[config.mk]
export PLATFORM = sky130hd
export DESIGN_NAME = rgb_to_hsl_converter_core
export DESIGN_NICKNAME = d
export VERILOG_FILES = /design/src/rhsl_pkg.sv /design/src/rhsl_front.sv /design/src/rhsl_div_pipe.sv /design/src/rhsl_back.sv /design/src/rgb_to_hsl_converter_core.sv
export VERILOG_INCLUDE_DIRS = /design/src /design/src/src
export SDC_FILE = /design/constraint.sdc
export NUM_CORES = 2
export LEC_CHECK = 0
export ABC_CLOCK_PERIOD_IN_PS = 12900
export BUFFER_PORTS_ARGS = -buffer_cell sky130_fd_sc_hd__buf_2
export CAP_MARGIN = 40
export CORE_UTILIZATION = 63
export CTS_CLUSTER_DIAMETER = 200
export DETAILED_ROUTE_END_ITERATION = 10
export PLACE_DENSITY = 0.8
export SYNTH_ARGS = -nofsm -noshare
export SYNTH_HDL_FRONTEND = slang
export SYNTH_SLANG_ARGS = --single-unit
[constraint.sdc]
create_clock -name clk_i -period 12.9 [get_ports clk_i]
set_clock_uncertainty 0.2 [all_clocks]
set_input_delay 1.935 -clock clk_i [delete_from_list [all_inputs] [get_ports clk_i]]
set_output_delay 1.935 -clock clk_i [all_outputs]
set_load 0.01 [all_outputs]
[src/assert_macros.svh]
// assertion macros used by the converter top level
`ifndef ASSERT_MACROS_SVH
`define ASSERT_MACROS_SVH

`ifndef SYNTHESIS

// antecedent implies consequent in the same cycle
`define ASSERT_IMPLY(label, clk, rst_n, ante, cons) \
  label: assert property (@(posedge clk) disable iff (!rst_n) (ante) |-> (cons)) \
    else $error("%m: same-cycle check failed");

// antecedent implies consequent in the next cycle
`define ASSERT_NEXT(label, clk, rst_n, ante, cons) \
  label: assert property (@(posedge clk) disable iff (!rst_n) (ante) |=> (cons)) \
    else $error("%m: next-cycle check failed");

`else

`define ASSERT_IMPLY(label, clk, rst_n, ante, cons)
`define ASSERT_NEXT(label, clk, rst_n, ante, cons)

`endif

`endif

[src/rhsl_pkg.sv]
// shared types and constants of the rgb to hsl converter
`timescale 1ns / 1ps
`default_nettype none

package rhsl_pkg;

  // pixel channel and result field widths
  localparam int unsigned CH_W  = 8;
  localparam int unsigned HUE_W = 15;
  localparam int unsigned SL_W  = 13;

  // width of the hue dividend before scaling, up to 5 * 255
  localparam int unsigned M_W = 11;

  // quotient bits beyond FRAC_BITS, enough for 300 << FRAC_BITS
  localparam int unsigned QW_EXTRA = 9;

  // stream data widths
  localparam int unsigned IN_DATA_W  = 24;
  localparam int unsigned OUT_DATA_W = 48;

  // divider lanes
  localparam int unsigned LANES    = 3;
  localparam int unsigned LANE_HUE = 0;
  localparam int unsigned LANE_SAT = 1;
  localparam int unsigned LANE_LIG = 2;

  // per-item flags that travel along the divider
  typedef struct packed {
    logic grey;     // max equals min
    logic hue_neg;  // red sector with green below blue
  } side_t;

endpackage

`default_nettype wire

[src/rhsl_front.sv]
// front stages: channel extrema, differences and scaled dividends
`timescale 1ns / 1ps
`default_nettype none

module rhsl_front import rhsl_pkg::*; #(
  parameter int unsigned FRAC_BITS = 6,
  localparam int unsigned QW = FRAC_BITS + QW_EXTRA,
  localparam int unsigned NW = QW + CH_W
) (
  input  logic                          clk_i,
  input  logic                          rst_ni,
  input  logic                          valid_i,
  output logic                          ready_o,
  input  logic [CH_W-1:0]               red_i,
  input  logic [CH_W-1:0]               green_i,
  input  logic [CH_W-1:0]               blue_i,
  output logic                          valid_o,
  input  logic                          ready_i,
  output logic [LANES-1:0][NW-1:0]      num_o,
  output logic [LANES-1:0][CH_W-1:0]    den_o,
  output side_t                         side_o
);

  typedef enum logic [1:0] {
    SEC_RED   = 2'd0,
    SEC_GREEN = 2'd1,
    SEC_BLUE  = 2'd2
  } sector_e;

  localparam logic [NW-1:0] HUE_SCALE = NW'(60) << FRAC_BITS;
  localparam logic [NW-1:0] SAT_SCALE = NW'(100) << FRAC_BITS;
  localparam logic [NW-1:0] LIG_SCALE = NW'(50) << FRAC_BITS;
  localparam logic [CH_W:0] SUM_FULL  = (CH_W+1)'(510);
  localparam logic [CH_W:0] SUM_HALF  = (CH_W+1)'(255);
  localparam logic [CH_W-1:0] LIG_DEN = CH_W'(255);

  logic v1_q, v2_q, v3_q;
  logic en1, en2, en3;

  assign en3     = !v3_q || ready_i;
  assign en2     = !v2_q || en3;
  assign en1     = !v1_q || en2;
  assign ready_o = en1;
  assign valid_o = v3_q;

  // stage 1: extrema and sector
  logic [CH_W-1:0] mx_d, mn_d;
  sector_e         sec_d;
  logic [CH_W-1:0] r1_q, g1_q, b1_q, mx1_q, mn1_q;
  sector_e         sec1_q;

  always_comb begin
    mx_d = red_i;
    mn_d = red_i;
    if (green_i > mx_d) mx_d = green_i;
    if (blue_i > mx_d) mx_d = blue_i;
    if (green_i < mn_d) mn_d = green_i;
    if (blue_i < mn_d) mn_d = blue_i;
    if (red_i == mx_d) begin
      sec_d = SEC_RED;
    end else if (green_i == mx_d) begin
      sec_d = SEC_GREEN;
    end else begin
      sec_d = SEC_BLUE;
    end
  end

  // stage 2: range, sum, hue dividend, saturation divisor
  logic [CH_W-1:0] d_d;
  logic [CH_W:0]   sum_d;
  logic [CH_W:0]   far_d;
  logic [M_W-1:0]  m_d;
  logic            neg_d;
  logic [CH_W-1:0] den_d;
  logic [CH_W-1:0] d2_q, den2_q;
  logic [CH_W:0]   sum2_q;
  logic [M_W-1:0]  m2_q;
  side_t           side2_q;

  always_comb begin
    d_d   = mx1_q - mn1_q;
    sum_d = {1'b0, mx1_q} + {1'b0, mn1_q};
    far_d = SUM_FULL - sum_d;
    den_d = (sum_d < SUM_HALF) ? sum_d[CH_W-1:0] : far_d[CH_W-1:0];
    neg_d = 1'b0;
    case (sec1_q)
      SEC_RED: begin
        neg_d = g1_q < b1_q;
        m_d   = neg_d ? M_W'(b1_q - g1_q) : M_W'(g1_q - b1_q);
      end
      SEC_GREEN: begin
        // never negative, so modular arithmetic is exact
        m_d = M_W'({d_d, 1'b0}) + M_W'(b1_q) - M_W'(r1_q);
      end
      SEC_BLUE: begin
        m_d = M_W'({d_d, 2'b00}) + M_W'(r1_q) - M_W'(g1_q);
      end
      default: begin
        m_d = '0;
      end
    endcase
  end

  // stage 3: scaled dividends
  logic [LANES-1:0][NW-1:0]   num3_q;
  logic [LANES-1:0][CH_W-1:0] den3_q;
  side_t                      side3_q;

  always_ff @(posedge clk_i or negedge rst_ni) begin
    if (!rst_ni) begin
      v1_q <= 1'b0;
      v2_q <= 1'b0;
      v3_q <= 1'b0;
    end else begin
      if (en1) v1_q <= valid_i;
      if (en2) v2_q <= v1_q;
      if (en3) v3_q <= v2_q;
    end
  end

  always_ff @(posedge clk_i) begin
    if (en1) begin
      r1_q   <= red_i;
      g1_q   <= green_i;
      b1_q   <= blue_i;
      mx1_q  <= mx_d;
      mn1_q  <= mn_d;
      sec1_q <= sec_d;
    end
    if (en2) begin
      d2_q            <= d_d;
      sum2_q          <= sum_d;
      m2_q            <= m_d;
      den2_q          <= den_d;
      side2_q.grey    <= d_d == '0;
      side2_q.hue_neg <= neg_d;
    end
    if (en3) begin
      num3_q[LANE_HUE] <= HUE_SCALE * NW'(m2_q);
      num3_q[LANE_SAT] <= SAT_SCALE * NW'(d2_q);
      num3_q[LANE_LIG] <= LIG_SCALE * NW'(sum2_q);
      den3_q[LANE_HUE] <= d2_q;
      den3_q[LANE_SAT] <= den2_q;
      den3_q[LANE_LIG] <= LIG_DEN;
      side3_q          <= side2_q;
    end
  end

  assign num_o  = num3_q;
  assign den_o  = den3_q;
  assign side_o = side3_q;

endmodule

`default_nettype wire

[src/rhsl_div_pipe.sv]
// pipelined restoring divider, one quotient bit per stage, all lanes in step
`timescale 1ns / 1ps
`default_nettype none

module rhsl_div_pipe import rhsl_pkg::*; #(
  parameter int unsigned FRAC_BITS = 6,
  localparam int unsigned QW = FRAC_BITS + QW_EXTRA,
  localparam int unsigned NW = QW + CH_W
) (
  input  logic                          clk_i,
  input  logic                          rst_ni,
  input  logic                          valid_i,
  output logic                          ready_o,
  input  logic [LANES-1:0][NW-1:0]      num_i,
  input  logic [LANES-1:0][CH_W-1:0]    den_i,
  input  side_t                         side_i,
  output logic                          valid_o,
  input  logic                          ready_i,
  output logic [LANES-1:0][QW-1:0]      quot_o,
  output side_t                         side_o
);

  // stage inputs; index 0 comes from the ports, index s+1 from register s
  logic [LANES-1:0][CH_W-1:0] rem_s  [QW+1];
  logic [LANES-1:0][QW-1:0]   word_s [QW+1];
  logic [LANES-1:0][CH_W-1:0] den_s  [QW+1];
  side_t                      side_s [QW+1];
  logic                       vld_s  [QW+1];
  logic                       adv    [QW+1];

  logic [LANES-1:0][CH_W-1:0] rem_q  [QW];
  logic [LANES-1:0][QW-1:0]   word_q [QW];
  logic [LANES-1:0][CH_W-1:0] den_q  [QW];
  side_t                      side_q [QW];
  logic                       vld_q  [QW];

  // the dividend's upper bits are below the divisor, so the quotient fits
  for (genvar l = 0; l < LANES; l++) begin : g_in
    assign rem_s[0][l]  = num_i[l][NW-1:QW];
    assign word_s[0][l] = num_i[l][QW-1:0];
  end
  assign den_s[0]  = den_i;
  assign side_s[0] = side_i;
  assign vld_s[0]  = valid_i;
  assign adv[QW]   = ready_i;

  for (genvar s = 0; s < QW; s++) begin : g_stage
    logic [LANES-1:0][CH_W-1:0] rem_d;
    logic [LANES-1:0][QW-1:0]   word_d;

    for (genvar l = 0; l < LANES; l++) begin : g_lane
      logic [CH_W:0] trial;
      logic [CH_W:0] diff;
      logic          ge;

      assign trial = {rem_s[s][l], word_s[s][l][QW-1]};
      assign diff  = trial - {1'b0, den_s[s][l]};
      assign ge    = trial >= {1'b0, den_s[s][l]};
      assign rem_d[l]  = ge ? diff[CH_W-1:0] : trial[CH_W-1:0];
      assign word_d[l] = {word_s[s][l][QW-2:0], ge};
    end

    assign adv[s] = !vld_q[s] || adv[s+1];

    always_ff @(posedge clk_i or negedge rst_ni) begin
      if (!rst_ni) begin
        vld_q[s] <= 1'b0;
      end else if (adv[s]) begin
        vld_q[s] <= vld_s[s];
      end
    end

    always_ff @(posedge clk_i) begin
      if (adv[s]) begin
        rem_q[s]  <= rem_d;
        word_q[s] <= word_d;
        den_q[s]  <= den_s[s];
        side_q[s] <= side_s[s];
      end
    end

    assign rem_s[s+1]  = rem_q[s];
    assign word_s[s+1] = word_q[s];
    assign den_s[s+1]  = den_q[s];
    assign side_s[s+1] = side_q[s];
    assign vld_s[s+1]  = vld_q[s];
  end

  // final remainders are not needed
  assign ready_o = adv[0];
  assign valid_o = vld_s[QW];
  assign quot_o  = word_s[QW];
  assign side_o  = side_s[QW];

endmodule

`default_nettype wire

[src/rhsl_back.sv]
// output stage: grey override, hue wrap and field masking
`timescale 1ns / 1ps
`default_nettype none

module rhsl_back import rhsl_pkg::*; #(
  parameter int unsigned FRAC_BITS = 6,
  localparam int unsigned QW = FRAC_BITS + QW_EXTRA,
  localparam int unsigned EXT_W = (QW > HUE_W) ? QW : HUE_W
) (
  input  logic                        clk_i,
  input  logic                        rst_ni,
  input  logic                        valid_i,
  output logic                        ready_o,
  input  logic [LANES-1:0][QW-1:0]    quot_i,
  input  side_t                       side_i,
  output logic                        valid_o,
  input  logic                        ready_i,
  output logic [HUE_W-1:0]            hue_o,
  output logic [SL_W-1:0]             sat_o,
  output logic [SL_W-1:0]             lig_o
);

  localparam logic [QW-1:0] HUE_TURN = QW'(360) << FRAC_BITS;

  logic [QW-1:0]    hue_full;
  logic [EXT_W-1:0] hue_ext, sat_ext, lig_ext;
  logic             valid_q;
  logic [HUE_W-1:0] hue_q;
  logic [SL_W-1:0]  sat_q, lig_q;
  logic             en;

  assign en = !valid_q || ready_i;

  always_comb begin
    hue_full = quot_i[LANE_HUE];
    // negative quotient wraps by a full turn; a zero stays zero
    if (side_i.hue_neg && (quot_i[LANE_HUE] != '0)) begin
      hue_full = HUE_TURN - quot_i[LANE_HUE];
    end
    if (side_i.grey) begin
      hue_full = '0;
    end
    hue_ext = EXT_W'(hue_full);
    sat_ext = side_i.grey ? '0 : EXT_W'(quot_i[LANE_SAT]);
    lig_ext = EXT_W'(quot_i[LANE_LIG]);
  end

  always_ff @(posedge clk_i or negedge rst_ni) begin
    if (!rst_ni) begin
      valid_q <= 1'b0;
    end else if (en) begin
      valid_q <= valid_i;
    end
  end

  always_ff @(posedge clk_i) begin
    if (en) begin
      hue_q <= hue_ext[HUE_W-1:0];
      sat_q <= sat_ext[SL_W-1:0];
      lig_q <= lig_ext[SL_W-1:0];
    end
  end

  assign ready_o = en;
  assign valid_o = valid_q;
  assign hue_o   = hue_q;
  assign sat_o   = sat_q;
  assign lig_o   = lig_q;

endmodule

`default_nettype wire

[src/rgb_to_hsl_converter_core.sv]
// top level of the streaming rgb to hsl converter
// throughput: one pixel per cycle while the output is not stalled, set by the one-bit-per-stage divider pipeline
// stalls on the output hold every stage; bubbles close up before input is held off
// reset clears only the stage valid bits; data registers are not reset
`timescale 1ns / 1ps
`default_nettype none
`include "assert_macros.svh"

module rgb_to_hsl_converter_core import rhsl_pkg::*; #(
  parameter int unsigned FRAC_BITS = 6
) (
  input  logic                  clk_i,
  input  logic                  rst_ni,
  input  logic                  s_axis_tvalid_i,
  output logic                  s_axis_tready_o,
  input  logic [IN_DATA_W-1:0]  s_axis_tdata_i,  // red, green, blue
  output logic                  m_axis_tvalid_o,
  input  logic                  m_axis_tready_i,
  output logic [OUT_DATA_W-1:0] m_axis_tdata_o   // hue, saturation, lightness, zero pad
);

  localparam int unsigned QW = FRAC_BITS + QW_EXTRA;
  localparam int unsigned NW = QW + CH_W;
  localparam int unsigned PAD_W = OUT_DATA_W - HUE_W - 2 * SL_W;

  // front to divider
  logic                       fr_valid, fr_ready;
  logic [LANES-1:0][NW-1:0]   fr_num;
  logic [LANES-1:0][CH_W-1:0] fr_den;
  side_t                      fr_side;

  // divider to output stage
  logic                       dv_valid, dv_ready;
  logic [LANES-1:0][QW-1:0]   dv_quot;
  side_t                      dv_side;

  // result fields
  logic [HUE_W-1:0] hue;
  logic [SL_W-1:0]  saturation, lightness;

  // three stages: extrema, range and sum, constant-scaled dividends
  rhsl_front #(
    .FRAC_BITS (FRAC_BITS)
  ) u_front (
    .clk_i   (clk_i),
    .rst_ni  (rst_ni),
    .valid_i (s_axis_tvalid_i),
    .ready_o (s_axis_tready_o),
    .red_i   (s_axis_tdata_i[CH_W-1:0]),
    .green_i (s_axis_tdata_i[2*CH_W-1:CH_W]),
    .blue_i  (s_axis_tdata_i[3*CH_W-1:2*CH_W]),
    .valid_o (fr_valid),
    .ready_i (fr_ready),
    .num_o   (fr_num),
    .den_o   (fr_den),
    .side_o  (fr_side)
  );

  // hue, saturation and lightness quotients side by side, FRAC_BITS + 9 stages
  rhsl_div_pipe #(
    .FRAC_BITS (FRAC_BITS)
  ) u_div (
    .clk_i   (clk_i),
    .rst_ni  (rst_ni),
    .valid_i (fr_valid),
    .ready_o (fr_ready),
    .num_i   (fr_num),
    .den_i   (fr_den),
    .side_i  (fr_side),
    .valid_o (dv_valid),
    .ready_i (dv_ready),
    .quot_o  (dv_quot),
    .side_o  (dv_side)
  );

  // output register: grey override and hue wrap
  rhsl_back #(
    .FRAC_BITS (FRAC_BITS)
  ) u_back (
    .clk_i   (clk_i),
    .rst_ni  (rst_ni),
    .valid_i (dv_valid),
    .ready_o (dv_ready),
    .quot_i  (dv_quot),
    .side_i  (dv_side),
    .valid_o (m_axis_tvalid_o),
    .ready_i (m_axis_tready_i),
    .hue_o   (hue),
    .sat_o   (saturation),
    .lig_o   (lightness)
  );

  assign m_axis_tdata_o = {{PAD_W{1'b0}}, lightness, saturation, hue};

  // field ranges hold wherever the scaling leaves them unmasked
  `ASSERT_IMPLY(a_hue_range, clk_i, rst_ni, m_axis_tvalid_o, (FRAC_BITS > 6) || (hue < HUE_W'(23040)))
  `ASSERT_IMPLY(a_sat_range, clk_i, rst_ni, m_axis_tvalid_o, (FRAC_BITS > 6) || (saturation <= SL_W'(6400)))
  `ASSERT_IMPLY(a_lig_range, clk_i, rst_ni, m_axis_tvalid_o, (FRAC_BITS > 6) || (lightness <= SL_W'(6400)))
  // input is held off only when the whole pipe is full behind a stalled result
  `ASSERT_IMPLY(a_stall_full, clk_i, rst_ni, !s_axis_tready_o, m_axis_tvalid_o && !m_axis_tready_i)
  // a stalled result stays valid and unchanged until it is taken
  `ASSERT_NEXT(a_stall_keeps, clk_i, rst_ni, m_axis_tvalid_o && !m_axis_tready_i, m_axis_tvalid_o && $stable(m_axis_tdata_o))

endmodule

`default_nettype wire
==> impl_results.md <==
* Clock tree buffer depth at 3
* Cells after Synth at 3,797
* Fraction of layout cells with a size suffix above 1 at 0.117
* Final TNS setup at 0 ps
* Fmax at 119 MHz
* Via count of the first global-routing pass at 29,717
* Number of detailed-route iterations in the first pass at 4
* R2R setup slack at 7870 ps
* Library cell with the largest summed area after synthesis: edfxtp_1
* Portion of netlist area occupied by mux cells at 0.0449
* EDFF count, synth at 1,071
* DR WL/cell at 16.7 um
* Setup repair after global routing missed its margin: no
* Critical setup path kind: primary input to output pin
* Die Span Y at 291 um
* Proportion of synthesized flip-flops having asynchronous set or reset at 0.0174
* Adder-Cell Fraction of Synth Area at 0.122
* Length in cells of the worst reg-to-reg path at 12
* Grt total ovfl at 0
* Post-Synth Simple-Gate Area at 0.0657
* Total Wirelength at 85,800 um
* Antenna violations before repair at 0
* Number of nets in the layout at 4,492
* Via count at 28,560
* Synth warn at 0
* Final worst-path cycle share at 0.649
* First-pass GRT wire length at 141,000 um
* Type of origin of the critical path: primary input
* Main combinational cell family by area after synthesis: adder cells
* Final setup violation count at 0
* Area share of the leading cell type in the synthesized netlist at 0.609
* RR Startpoint: u_back.valid_o
* Post_cts resized at 0
* Worst-path clk slew at 60 ps
* Crit Reg-Reg Endpoint: u_front.b1_q[6]
* Worst hold endpoint: u_div.word_q[1][286]
* Cts bufs inserted at 108
* Mapped Area at 52,800 sq um
* Post-route minimum period at 8370 ps
* Netlist cell types at 71
* Detail Placement HPWL at 61,400 um
* Number of design rule violations left after detail routing at 0
* IO Count at 78
* Crit end category: output pin
* Number of storage elements in the synthesis netlist at 1,090
* Number of violations of the max-capacitance limit at 0
* Outcome: completed
* Total Die Area at 84,900 sq um
* CP dominant cell by count: and3_1
* Total of hold buffers inserted after clock tree synthesis at 0
* Class of the worst hold path: flip-flop to flip-flop
* Number of post-CTS setup repair buffers at 0
* Cells traversed along the worst timing path: buf_2 > nand2b_2 > buf_4 > nor2_1 > inv_2 > nor3_1 > and3_1 > and3_1 > and4_1 > and3_1 > and4_1 > nand2_2 > buf_2
* Data arrival time at the worst-slack endpoint at 6240 ps
* Most used cells in the layout excluding fill and tap cells: edfxtp_1 (1,071), inv_1 (457), ha_1 (407), nor2_1 (224), xnor2_1 (159)
* Ranking of synthesized cells by area: edfxtp_1 (61%), ha_1 (9.6%), inv_1 (3.3%), mux2_2 (3.2%), xnor2_1 (2.6%)
* Total routing usage reported by global routing at 0.205
* Final RePlAce weighted congestion at 0.868
* Critical-path maximum fanout at 46
* Initial Utilization at 0.640
* Worst Min Path Start: u_div.word_q[1][240]
* Growth of design area from synthesis to finish at 10.4%
* Diodes inserted at 0
* Mean area per synthesized cell at 13.9 sq um
* Sequential fraction of the synthesis area at 0.618
* Critical-path cell with the highest stage delay: nor3_1
* Top_reg_cell synth: edfxtp_1
* Worst max-slew margin expressed relative to the limit at 0.428
* CTS tree: yes
* Slew Viols, Final at 0
* Number of input and output port buffers inserted at 70
* Final Util at 0.706
* Cell depth of the worst min-delay path at 0
* Area fraction in compound gates after synthesis at 0.0733
* Data required time at the worst endpoint at 10,760 ps
* Count of standard-cell rows at 105
* Most frequent standard cell in the layout excluding fill and tap cells: edfxtp_1
* Number of vias per cell at 5.55
* Number of routed nets with antenna violations at 0
* Floorplan core area at 82,500 sq um
* Source-to-sink clock delay at the later pin of the worst-skew pair at 700 ps
* Worst stage delay on the critical path at 670 ps
* Maximum number of pins on one net before global-route repair at 70
* H-tree Lvls at 3
* DIE WIDTH at 291 um
* Xor and xnor area share after synthesis at 0.0407
* Drt first-iter violations at 1,072
* Final hold viol count at 0
* CTS Sinks at 1,090
* Worst Tran Pin Value at 857 ps
* Clock root cell: clkbuf_16
==> synth_stat cells, drive strengths merged, types with 59 or more instances <==
cell type and count:
mux2i 69, xor2 86, nor2 224, a21boi 59, nor2b 82, nand4 70
xnor2 159, fa 67, edfxtp 1071, mux2 149, ha 407, nand2 119
o21a 76, o21ai 147, inv 465, a21oi 140
==> layout make-up <==
| type | count | area (sq um) |
|---|---|---|
| clock buffer | 128 | 2830 |
| clock inverter | 71 | 731 |
| fill | 5269 | 24300 |
| inverter | 465 | 1750 |
| multi-input combinational | 2228 | 18400 |
| sequential | 1090 | 32600 |
| tap | 1070 | 1340 |
| timing repair buffer | 97 | 611 |
==> state kept, by name, indices dropped and copies added (netlist names), 7 cells and up <==
register,cells
u_back.hue_o,15
u_back.lig_o,13
u_back.sat_o,13
u_div.den_q,198
u_div.rem_q,307
u_div.side_q,30
u_div.vld_q,14
u_div.word_q,362
u_front.b1_q,8
u_front.d2_q,7
u_front.den2_q,7
u_front.den_o,15
u_front.g1_q,8
u_front.m2_q,11
u_front.mn1_q,8
u_front.mx1_q,8
u_front.num_o,38
u_front.r1_q,8
u_front.sum2_q,9
==> worst max-delay path, delay by kind of cell <==
| kind | cells | cell delay (ps) |
|---|---|---|
| buf+inv | 4 | 1050 |
| simple gates | 9 | 3220 |
==> worst max path at each step <==
stage / from / endpoint / slack, ps / cells past startpoint
final: m_axis_tready_i / s_axis_tready_o / 4530 / 13
after CTS: m_axis_tready_i / s_axis_tready_o / 4470 / 13
after detailed placement: m_axis_tready_i / s_axis_tready_o / 4620 / 13
after floorplan: m_axis_tready_i / s_axis_tready_o / 4720 / 10
after global placement: m_axis_tready_i / s_axis_tready_o / 4270 / 13
after global routing: m_axis_tready_i / s_axis_tready_o / 4230 / 13
==> per-layer routing <==
layer | part of all wire | GRT usage | routed length, um
met4 | 0.047 | 0.101 | 4050
met5 | 0 | 0 | 0
met3 | 0.027 | 0.0266 | 2340
met2 | 0.56 | 0.408 | 48000
met1 | 0.37 | 0.207 | 31400
==> metrics by stage <==
step | instance area (sq um) | std cells | hold slack, ps | worst slack (ps)
6_report | 58200 | 5149 | 177 | 4530
5_1_grt | 58200 | 5149 | 171 | 4230
4_1_cts | 58200 | 5149 | 168 | 4470
3_5_place_dp | 54700 | 4950 | 205 | 4620
3_3_place_gp | 54600 | 4941 | 200 | 4270
2_1_floorplan | 52800 | 3803 | 200 | 4720
==> kinds of logic after synthesis <==
| kind of cell | Yosys count |
|---|---|
| buffers and inverters | 485 |
| AND/OR/NAND/NOR | 704 |
| AO/OA/AOI/OAI | 580 |
| adder cells (fa/ha/maj) | 474 |
| other | 1 |
| multiplexers | 218 |
| flip-flops | 1090 |
| XOR/XNOR | 245 |
Power is not shown: default switching activity piles up to over one toggle a cycle in this logic, so the estimate is an artifact.
